===== config.mk =====
export PLATFORM = sky130hd
export DESIGN_NAME = byte_bus_watchdog_timer_unit_flat
export DESIGN_NICKNAME = d
export VERILOG_FILES = /design/src/rtl/bbwd_pkg.sv /design/src/rtl/bbwd_item_if.sv /design/src/rtl/byte_bus_watchdog_timer_unit.sv /design/src/rtl/bbwd_core.sv /design/src/flat_wrapper.sv
export SDC_FILE = /design/constraint.sdc
export NUM_CORES = 1
export LEC_CHECK = 0
export BUFFER_PORTS_ARGS = -buffer_cell sky130_fd_sc_hd__buf_2
export CELL_PAD_IN_SITES_DETAIL_PLACEMENT = 0
export CELL_PAD_IN_SITES_GLOBAL_PLACEMENT = 2
export CORE_MARGIN = 2
export CORE_UTILIZATION = 30
export CTS_BUF_LIST = sky130_fd_sc_hd__clkbuf_8
export CTS_CLUSTER_SIZE = 40
export DETAILED_ROUTE_END_ITERATION = 6
export PLACE_DENSITY_LB_ADDON = 0.1
export SETUP_SLACK_MARGIN = 0.15
export SLEW_MARGIN = 0
export SYNTH_ARGS = -nofsm -noshare
export SYNTH_HDL_FRONTEND = slang
export SYNTH_SLANG_ARGS = --single-unit

===== constraint.sdc =====
create_clock -name clk_i -period 20.2 [get_ports clk_i]
set_input_delay 1.01 -clock clk_i [delete_from_list [all_inputs] [get_ports clk_i]]
set_output_delay 1.01 -clock clk_i [all_outputs]
set_load 0.02 [all_outputs]

===== src/rtl/bbwd_pkg.sv =====
// Shared types, constants and helper functions for the byte bus watchdog timer.
package bbwd_pkg;

  // Register window
  localparam int unsigned WindowSize = 12;
  localparam int unsigned IdxW       = $clog2(WindowSize);

  // Register offsets
  localparam logic [IdxW-1:0] OfsEnable  = IdxW'(1);
  localparam logic [IdxW-1:0] OfsReload  = IdxW'(2);
  // Timeout shadow lives at 4..7 and counter snapshot at 8..11, so the upper
  // two index bits pick the bank and the lower two the byte lane.
  localparam logic [1:0]      BankTimeout = 2'd1;
  localparam logic [1:0]      BankCounter = 2'd2;

  localparam logic [31:0] AllOnes = 32'hffff_ffff;

  // Reciprocal for byte % WindowSize
  localparam int unsigned ModShift = 16;
  localparam int unsigned ModRecip = (2 ** ModShift + WindowSize - 1) / WindowSize;

  typedef enum logic [2:0] {
    MODE_WR_MATCH = 3'd0,
    MODE_RD_MATCH = 3'd1,
    MODE_DATA_WR  = 3'd2,
    MODE_DATA_RD  = 3'd3,
    MODE_STOP     = 3'd4,
    MODE_TICK     = 3'd5
  } mode_e;

  typedef struct packed {
    logic [2:0] mode;
    logic [7:0] write_byte;
  } item_t;

  typedef struct packed {
    logic [7:0] read_byte;
    logic       watchdog_fired;
  } result_t;

  // byte % WindowSize via reciprocal multiply plus one correction step
  function automatic logic [IdxW-1:0] byte_mod_window(logic [7:0] b);
    logic [23:0] prod;
    logic [8:0]  quo;
    logic [8:0]  rem;
    prod = 24'(b) * 24'(ModRecip);
    quo  = 9'(prod >> ModShift);
    rem  = 9'(b) - 9'(quo * 9'(WindowSize));
    if (rem >= 9'(WindowSize)) begin
      rem = rem - 9'(WindowSize);
    end
    return IdxW'(rem);
  endfunction

  function automatic logic [IdxW-1:0] next_index(logic [IdxW-1:0] idx);
    return (idx == IdxW'(WindowSize - 1)) ? '0 : idx + IdxW'(1);
  endfunction

endpackage


===== src/rtl/bbwd_item_if.sv =====
// Valid/ready channel interfaces for input items and result items.
interface bbwd_in_if;
  logic       valid;
  logic       ready;
  logic [2:0] mode;
  logic [7:0] write_byte;

  modport source (output valid, output mode, output write_byte, input ready);
  modport sink   (input valid, input mode, input write_byte, output ready);
endinterface

interface bbwd_out_if;
  logic       valid;
  logic       ready;
  logic [7:0] read_byte;
  logic       watchdog_fired;

  modport source (output valid, output read_byte, output watchdog_fired, input ready);
  modport sink   (input valid, input read_byte, input watchdog_fired, output ready);
endinterface


===== src/rtl/byte_bus_watchdog_timer_unit.sv =====
// Top level of the byte bus watchdog timer: input register, core, result register.
//
// Usage:
//   in_i  carries one bus event per item: mode (write match, read match,
//         data write, data read, stop, tick) and write_byte for data writes.
//   out_o returns exactly one item per input item: read_byte (register byte
//         on a data read, else zero) and watchdog_fired (the enabled counter
//         hit zero; the block is back in its reset state afterwards).
// Path: an accepted item sits in the input register while the core works on it;
//   the result register loads when the core steps, and out_o.valid then rises.
// Throughput: one item per cycle while out_o.ready is high; the core does one register
//   update and one byte select per item, and both registers advance together.
// Stall: when out_o.ready is low with a result pending, the result register holds, the pending item
//   waits in the input register, and in_i.ready drops only once both are full.
// Reset: rst_ni (asynchronous, active low) empties both registers and puts the
//   window in its reset state: disarmed, index 0, disabled, timeout, counter
//   and both shadows all ones.
module byte_bus_watchdog_timer_unit (
  input  logic        clk_i,
  input  logic        rst_ni,
  bbwd_in_if.sink     in_i,
  bbwd_out_if.source  out_o
);

  logic              in_valid_q;
  bbwd_pkg::item_t   in_item_q;
  logic              out_valid_q;
  bbwd_pkg::result_t out_res_q;
  bbwd_pkg::result_t core_res;
  logic              advance;

  // core steps when there is an item and the result slot is free or draining
  assign advance    = in_valid_q && (!out_valid_q || out_o.ready);
  assign in_i.ready = !in_valid_q || advance;

  always_ff @(posedge clk_i or negedge rst_ni) begin
    if (!rst_ni) begin
      in_valid_q <= 1'b0;
    end else if (in_i.ready) begin
      in_valid_q <= in_i.valid;
    end
  end

  always_ff @(posedge clk_i) begin
    if (in_i.ready && in_i.valid) begin
      in_item_q.mode       <= in_i.mode;
      in_item_q.write_byte <= in_i.write_byte;
    end
  end

  bbwd_core u_core (
    .clk_i    (clk_i),
    .rst_ni   (rst_ni),
    .step_i   (advance),
    .item_i   (in_item_q),
    .result_o (core_res)
  );

  always_ff @(posedge clk_i or negedge rst_ni) begin
    if (!rst_ni) begin
      out_valid_q <= 1'b0;
    end else if (advance) begin
      out_valid_q <= 1'b1;
    end else if (out_o.ready) begin
      out_valid_q <= 1'b0;
    end
  end

  always_ff @(posedge clk_i) begin
    if (advance) begin
      out_res_q <= core_res;
    end
  end

  assign out_o.valid          = out_valid_q;
  assign out_o.read_byte      = out_res_q.read_byte;
  assign out_o.watchdog_fired = out_res_q.watchdog_fired;

endmodule


===== src/rtl/bbwd_core.sv =====
// Register window, watchdog counter and fire logic; one item per step.
module bbwd_core (
  input  logic              clk_i,
  input  logic              rst_ni,
  input  logic              step_i,
  input  bbwd_pkg::item_t   item_i,
  output bbwd_pkg::result_t result_o
);

  logic                      armed_q, armed_d;
  logic [bbwd_pkg::IdxW-1:0] index_q, index_d;
  logic [7:0]                enable_q, enable_d;
  logic [31:0]               timeout_q, timeout_d;
  logic [31:0]               count_q, count_d;
  logic [31:0]               staged_q, staged_d;
  logic [31:0]               snap_q, snap_d;
  logic [7:0]                rd;
  logic                      fire;
  logic [1:0]                bank;
  logic [1:0]                lane;

  assign bank = index_q[3:2];
  assign lane = index_q[1:0];

  always_comb begin
    armed_d   = armed_q;
    index_d   = index_q;
    enable_d  = enable_q;
    timeout_d = timeout_q;
    count_d   = count_q;
    staged_d  = staged_q;
    snap_d    = snap_q;
    rd        = '0;

    unique case (bbwd_pkg::mode_e'(item_i.mode))
      bbwd_pkg::MODE_WR_MATCH: armed_d = 1'b1;
      bbwd_pkg::MODE_RD_MATCH: begin
        staged_d = timeout_q;
        snap_d   = count_q;
      end
      bbwd_pkg::MODE_DATA_WR: begin
        if (armed_q) begin
          index_d = bbwd_pkg::byte_mod_window(item_i.write_byte);
          armed_d = 1'b0;
        end else begin
          if (index_q == bbwd_pkg::OfsEnable) begin
            enable_d = item_i.write_byte;
          end else if (index_q == bbwd_pkg::OfsReload) begin
            count_d = timeout_q;
          end else if (bank == bbwd_pkg::BankTimeout) begin
            staged_d[lane*8 +: 8] = item_i.write_byte;
          end
          index_d = bbwd_pkg::next_index(index_q);
        end
      end
      bbwd_pkg::MODE_DATA_RD: begin
        if (index_q == bbwd_pkg::OfsEnable) begin
          rd = enable_q;
        end else if (bank == bbwd_pkg::BankTimeout) begin
          rd = staged_q[lane*8 +: 8];
        end else if (bank == bbwd_pkg::BankCounter) begin
          rd = snap_q[lane*8 +: 8];
        end
        index_d = bbwd_pkg::next_index(index_q);
      end
      bbwd_pkg::MODE_STOP: timeout_d = staged_q;
      bbwd_pkg::MODE_TICK: begin
        if (enable_q != '0 && count_q != '0) begin
          count_d = count_q - 32'd1;
        end
      end
      default: ;
    endcase

    // enabled and expired: fire and fall back to the reset state
    fire = (enable_d != '0) && (count_d == '0);
    if (fire) begin
      armed_d   = 1'b0;
      index_d   = '0;
      enable_d  = '0;
      timeout_d = bbwd_pkg::AllOnes;
      count_d   = bbwd_pkg::AllOnes;
      staged_d  = bbwd_pkg::AllOnes;
      snap_d    = bbwd_pkg::AllOnes;
    end
  end

  assign result_o.read_byte      = rd;
  assign result_o.watchdog_fired = fire;

  always_ff @(posedge clk_i or negedge rst_ni) begin
    if (!rst_ni) begin
      armed_q   <= 1'b0;
      index_q   <= '0;
      enable_q  <= '0;
      timeout_q <= bbwd_pkg::AllOnes;
      count_q   <= bbwd_pkg::AllOnes;
      staged_q  <= bbwd_pkg::AllOnes;
      snap_q    <= bbwd_pkg::AllOnes;
    end else if (step_i) begin
      armed_q   <= armed_d;
      index_q   <= index_d;
      enable_q  <= enable_d;
      timeout_q <= timeout_d;
      count_q   <= count_d;
      staged_q  <= staged_d;
      snap_q    <= snap_d;
    end
  end

endmodule

===== src/flat_wrapper.sv =====
// flat-port wrapper written by rule: the top's interface ports become plain ports
module byte_bus_watchdog_timer_unit_flat 
  (clk_i, rst_ni, in_i_valid, in_i_mode, in_i_write_byte, in_i_ready, out_o_valid, out_o_read_byte, out_o_watchdog_fired, out_o_ready);
  bbwd_in_if in_i_i ();
  bbwd_out_if out_o_i ();
  input  logic clk_i;
  input  logic rst_ni;
  input wire logic [$bits(in_i_i.valid)-1:0] in_i_valid;
  input wire logic [$bits(in_i_i.mode)-1:0] in_i_mode;
  input wire logic [$bits(in_i_i.write_byte)-1:0] in_i_write_byte;
  output wire logic [$bits(in_i_i.ready)-1:0] in_i_ready;
  output wire logic [$bits(out_o_i.valid)-1:0] out_o_valid;
  output wire logic [$bits(out_o_i.read_byte)-1:0] out_o_read_byte;
  output wire logic [$bits(out_o_i.watchdog_fired)-1:0] out_o_watchdog_fired;
  input wire logic [$bits(out_o_i.ready)-1:0] out_o_ready;
  assign in_i_i.valid = in_i_valid;
  assign in_i_i.mode = in_i_mode;
  assign in_i_i.write_byte = in_i_write_byte;
  assign in_i_ready = in_i_i.ready;
  assign out_o_valid = out_o_i.valid;
  assign out_o_read_byte = out_o_i.read_byte;
  assign out_o_watchdog_fired = out_o_i.watchdog_fired;
  assign out_o_i.ready = out_o_ready;
  byte_bus_watchdog_timer_unit u_core (.clk_i(clk_i), .rst_ni(rst_ni), .in_i(in_i_i), .out_o(out_o_i));
endmodule

Word-level counts from Yosys, hierarchy flattened. Index checks and enable logic that the tools add are counted.

Add/subtract/negate cells: 5. Multiply operators: 2. Div/mod/pow operators: 0. Magnitude comparators: 1. Eq/ne operators: 14. Shifts and indexed selects: 4. Muxes and demuxes: 33. Bitwise operators: 0. Reduce and logical (&&, ||, !) cells: 24.

Operator list (count): 2-to-1 mux 32 bit (14); one-hot mux 32 bit (2 select lines) (2); indexed part select 32 x 6 -> 8 bit (2); 2-to-1 mux 8 bit (7); negator 5 -> 34 bit (1); variable shift 8 x 34 -> 32 bit (first input constant) (1); indexed part select 8 x 34 -> 32 bit (1); bitwise mux 32 bit (1); zero test 32 bit (1); nonzero test 32 bit (1); subtractor 32 x 1 -> 32 bit (second input constant) (1); multiplier 8 x 12 -> 20 bit (second input constant) (1); 2-to-1 mux 4 bit (4); nonzero test 8 bit (2); != test 3 bit (second input constant) (4); greater-or-equal comparator 9 x 4 -> 1 bit (second input constant) (1); nonzero test 3 bit (3); subtractor 8 x 9 -> 9 bit (1); one-hot mux 4 bit (2 select lines) (1); AND reduction 2 bit (4); multiplier 5 x 2 -> 7 bit (second input constant) (1); equality test 3 x 2 -> 1 bit (second input constant) (2); equality test 3 bit (second input constant) (2); AND reduction 6 bit (1); 15 further kinds (24).

Register bits after elaboration: 163. Bits in latches: 0. Bits in writable memories: 0. ROM bits: 0. Logic and storage cells: 96. Memories kept: 0.

Depth between registers and ports, before layout.
Word-level depth: 9. Mapped depth: 33. Mapped depth without buffers: 33.

Modules after synthesis. A second synthesis with hierarchy kept.

Cell total of the unflattened synthesis: 1212. Area, all modules: 11183.2 um^2.

By module, submodules not included: bbwd_core (instances 1, cells an instance 1184, area each 10478.8 um^2); byte_bus_watchdog_timer_unit (instances 1, cells an instance 28, area each 704.4 um^2).

Worst setup path after synthesis. No wires, ideal clock.

Path type: register to register. From: register u_core.in_item_q[2] (netlist name). To: register u_core.u_core.index_q[3] (netlist name). Arrival: 6.415 ns. Required time: 20.079 ns. Slack: 13.664 ns. Stages on the path, launching flop included: 31. Buffers on the path: 0. Path through: edfxtp_1 ha_1 inv_1 fa_1 inv_1 fa_1 inv_1 fa_1 inv_1 ha_1 a21o_1 a21oi_1 o21ai_0 a21oi_1 o21ai_0 or2_2 xor2_1 ha_1 a21o_1 a21oi_1 xor2_1 ha_1 nor2b_1 nor2_1 mux2i_1 a211oi_1 nand4_1 mux2_2 o21ai_0 nor2_1 a22o_1.

Longest elaborated chain between the ends: 8.

RTL lines: start, declared (RTL line byte_bus_watchdog_timer_unit.sv:26) `bbwd_pkg::item_t in_item_q;`; multiplier 8 x 12 -> 20 bit (RTL line bbwd_pkg.sv:46) `prod = 24'(b) * 24'(ModRecip);`; multiplier 5 x 2 -> 7 bit (RTL line bbwd_pkg.sv:48) `rem = 9'(b) - 9'(quo * 9'(WindowSize));`; subtractor 8 x 9 -> 9 bit (RTL line bbwd_pkg.sv:48); greater-or-equal comparator 9 x 4 -> 1 bit / subtractor 4 bit (equally long branches) (RTL line bbwd_pkg.sv:49, bbwd_pkg.sv:50); 2-to-1 mux 4 bit (RTL line bbwd_pkg.sv:49) `if (rem >= 9'(WindowSize)) begin`; 2-to-1 mux 4 bit (RTL line bbwd_core.sv:42) `if (armed_q) begin`; one-hot mux 4 bit (2 select lines) (RTL line bbwd_core.sv:35) `unique case (bbwd_pkg::mode_e'(item_i.mode))`; 2-to-1 mux 4 bit (RTL line bbwd_core.sv:77) `if (fire) begin`; end signal, assigned (RTL line bbwd_core.sv:102) `index_q <= index_d;`; end, declared (RTL line bbwd_core.sv:11) `logic [bbwd_pkg::IdxW-1:0] index_q, index_d;`.

Parallel ways exist; a longest one is shown, timed or not. A chain may end at the register's enable or synchronous reset.

Final worst setup path. Ends and elaborated chain as after synthesis.

==> results by group <==
Status
  • Status: finished clean

Detailed routing
  • Wire per inst: 26.1 µm
  • Final ANT Viol Nets: 0
  • DRT iter0 DRCs: 741
  • # DRC: 0
  • Routed WL: 38500 µm
  • Vias/cell: 5.77
  • Via count: 8515
  • Drt first pass iters: 5

Logic synthesis
  • Post-synthesis cell count: 1010
  • Seq/Total Area, Yosys: 41.0%
  • FFs w/ async S/R, synth: 87.7%
  • Main synth FF type: dfstp_2
  • Synth Area per Inst: 10.5 µm²
  • Xor/xnor cell area share of the yosys netlist: 0.993%
  • Post-synth EDFFs: 20
  • Synthesized net count: 1109
  • Synth unique cells: 74
  • Compound-Gate Fraction of Synth Area: 23.6%
  • Yosys reg bits: 163
  • Simple-gate area share of the yosys netlist: 13.4%
  • Fraction of synthesized area in multiplexers: 4.46%
  • Synthesized area: 10600 µm²
  • Post-Synth Adder-Cell Area: 11.3%
  • Synthesis warning total: 0
  • Largest family of logic cells by synthesized area: compound AO/OA/AOI/OAI gates

Min path
  • Hold path depth: 2
  • Hold_sp: u_core.u_core.count_q[31]
  • Min-Delay Endpoint: u_core.u_core.count_q[31]
  • Worst Hold Class: register to register

Critical path
  • R2R depth: 30
  • WP data required: 20.57 ns
  • Reg2reg end: u_core.u_core.index_q[3]
  • CP max stage cell: edfxtp_1
  • Crit start category: register
  • FF-to-FF setup slack: 12.79 ns
  • Crit path DAT: 7.79 ns
  • Worst setup EP type: register
  • RR Startpoint: u_core.in_item_q[2]
  • Largest stage delay on the critical path: 0.64 ns
  • Kind of critical path: register to register
  • Worst-path fanout max: 10

Final layout
  • Fillers: 3530
  • Post-layout net count: 1106
  • Share of cells above drive strength 1: 24.3%
  • Area Growth Syn to Fin: 8.90%
  • Antenna cells: 0

Power
  • PD cells: 137 nW/µm²
  • Clk network pwr share: 16.2%
  • Pleak: 4.43 nW
  • Sw Share: 42.6%
  • Worst VDD drop: 55.6 µV
  • Flop pwr share: 40.8%
  • P_sw: 0.675 mW
  • Pwr Total: 1.58 mW
  • Comb pwr share: 43.1%
  • Internal power: 0.908 mW

Floorplanning
  • Die H: 192 µm
  • Die footprint: 36800 µm²
  • Core box area: 34600 µm²
  • Row cnt: 68
  • Die W: 192 µm
  • Ports: 26
  • Starting Density: 30.6%

Timing
  • Final setup viols: 0
  • Final period util: 36.7%
  • Final count of hold timing violations: 0
  • RSZ-0062 raised after global routing: no
  • Final Slew Violations: 0
  • Max Fclk: 135 MHz
  • Worst-Margin Slew: 1.00 ns
  • Setup TNS: 0 ns
  • Clock skew: 0.0249 ns
  • Tmin final: 7.41 ns
  • Max_slew headroom: 31.5%

Clocking
  • Clock sinks: 163
  • CTS max path bufs: 2
  • Clock Pin Slew Worst Setup and Hold Paths: 0.10 ns
  • Hold-fix buffers at CTS: 0
  • Max H-tree Level: 4
  • CTS tree: done
  • Root Driver: clkbuf_8
  • # resized after CTS: 0
  • Worst skew pair latency: 0.49 ns
  • Num CTS Buffers: 17
  • Setup bufs post-CTS: 0

Global routing
  • First-pass GRT wire length: 58000 µm
  • All-Layer GR Usage: 21.7%
  • Vias in the first global route: 8567
  • Pin count of the biggest net entering global routing: 81
  • Grt ovf: 0
  • Initial antenna violation count: 1

Placement
  • Routability cong.: 0.828
  • Detailed placement HPWL: 27800 µm
  • IO buf count: 25

Run
  • Max-cap check violation count: 0
[cells in the final DEF, fill, tap and decap left out, types with 28 or more instances in the layout]
cell type / instances
a21oi_1: 38
a22o_1: 28
a31oi_1: 28
dfstp_2: 128
ha_1: 65
inv_1: 67
nand2_1: 52
nor2_1: 67
o21ai_0: 45
o22a_1: 88
[worst max path at each step]
stage / startpoint / endpoint / depth (start not counted)
after floorplan: u_core.in_item_q[2] / u_core.u_core.index_q[3] / 30
after global placement: u_core.in_item_q[2] / u_core.u_core.index_q[3] / 30
after global routing: u_core.in_item_q[2] / u_core.u_core.index_q[3] / 30
final: u_core.in_item_q[2] / u_core.u_core.index_q[3] / 30
after CTS: u_core.in_item_q[2] / u_core.u_core.index_q[3] / 30
after detailed placement: u_core.in_item_q[2] / u_core.u_core.index_q[3] / 30
[cell type report]
type / instances / area [µm²] / area share, %
multi-input cells: 714 / 5680 / 49.3
clock buffers: 17 / 234 / 2.03
clock inverters: 15 / 180 / 1.56
inverters: 68 / 255 / 2.21
flip-flops and latches: 163 / 4340 / 37.6
repair buffers: 43 / 267 / 2.31
well taps: 455 / 569 / 4.94
[through the flow]
stage                     instance area [µm²]  std cells  util (%)  setup slack [ns]  hold slack (ns)
final                                   11500       1475      33.3             12.79            0.499
after global routing                    11500       1475      33.3             12.18            0.529
after CTS                               11500       1475      33.3             12.78            0.504
after detailed placement                11100       1443      32.1             12.84            0.485
after global placement                  11100       1443      32.1             12.94            0.487
after floorplan                         10600       1010         -             13.66            0.450
[power groups by stage]
stage | Clock [mW] | Sequential (mW) | Combinational, mW
2_1_floorplan | 0 | 0.562 | 0.520
3_3_place_gp | 0 | 0.653 | 0.679
3_5_place_dp | 0 | 0.650 | 0.682
4_1_cts | 0.265 | 0.645 | 0.686
5_1_grt | 0.276 | 0.660 | 0.764
6_report | 0.256 | 0.645 | 0.682
[flip-flops by register name, indices dropped and copies added (netlist names)]
register	count
u_core.in_item_q	11
u_core.in_valid_q	1
u_core.out_o.read_byte	8
u_core.out_o.valid	1
u_core.out_o.watchdog_fired	1
u_core.u_core.armed_q	1
u_core.u_core.count_q	32
u_core.u_core.enable_q	8
u_core.u_core.index_q	4
u_core.u_core.snap_q	32
u_core.u_core.staged_q	32
u_core.u_core.timeout_q	32
[kinds of logic (layout without fill, tap and decap cells)]
kind of cell | Yosys count | in the layout
xor gates and xnor gates | 12 | 12
AOI/OAI and AO/OA | 328 | 328
buffers and inverters | 133 | 143
and+or+nand+nor | 263 | 263
muxes | 27 | 27
DFF | 163 | 163
adders and majority gates | 84 | 84
[synthesized netlist by cell type (all sizes together) (4+ instances only)]
| cell type | number | area share (%) |
|---|---|---|
| a211oi | 9 | 0.64 |
| a21o | 11 | 0.85 |
| a21oi | 44 | 2.6 |
| a22o | 28 | 2.3 |
| a22oi | 17 | 1.2 |
| a2bb2oi | 8 | 0.66 |
| a31oi | 28 | 1.7 |
| a32o | 10 | 0.95 |
| and2 | 10 | 0.59 |
| and3 | 5 | 0.30 |
| and4 | 7 | 0.58 |
| buf | 26 | 1.5 |
| clkbuf | 39 | 1.4 |
| dfrtp | 15 | 3.5 |
| dfstp | 128 | 32 |
| edfxtp | 20 | 5.7 |
| fa | 19 | 3.6 |
| ha | 65 | 7.7 |
| inv | 68 | 2.4 |
| mux2i | 10 | 0.95 |
| mux4 | 16 | 3.4 |
| nand2 | 52 | 1.8 |
| nand2b | 8 | 0.47 |
| nand3 | 19 | 0.90 |
| nand3b | 8 | 0.57 |
| nand4 | 14 | 0.83 |
| nor2 | 67 | 2.4 |
| nor2b | 9 | 0.53 |
| nor3 | 17 | 0.85 |
| nor4 | 14 | 1.0 |
| nor4b | 4 | 0.33 |
| o211ai | 8 | 0.57 |
| o21ai | 45 | 2.1 |
| o22a | 88 | 7.3 |
| o311a | 6 | 0.57 |
| or2 | 5 | 0.30 |
| or3 | 5 | 0.30 |
| or4 | 9 | 0.71 |
| xnor2 | 7 | 0.58 |
| xor2 | 5 | 0.41 |
[per-layer routing]
metal	GRT usage (%)	up-vias	wire length [µm]
met5	0	-	0
met4	5.89	0	765
met3	3.23	34	1740
met2	33.7	260	17500
met1	31.3	4394	18500
li1	-	3827	-
[worst max-delay path, delay by kind of cell (launching register included)]
family | cells | cell delay (ns)
xor+xnor | 2 | 0.46
compound gates | 10 | 1.88
mux | 2 | 0.38
flops | 1 | 0.64
simple gates | 5 | 0.82
fa+ha+maj | 7 | 2.93
buf+inv | 4 | 0.22
Power figures use the tool's default switching activity.
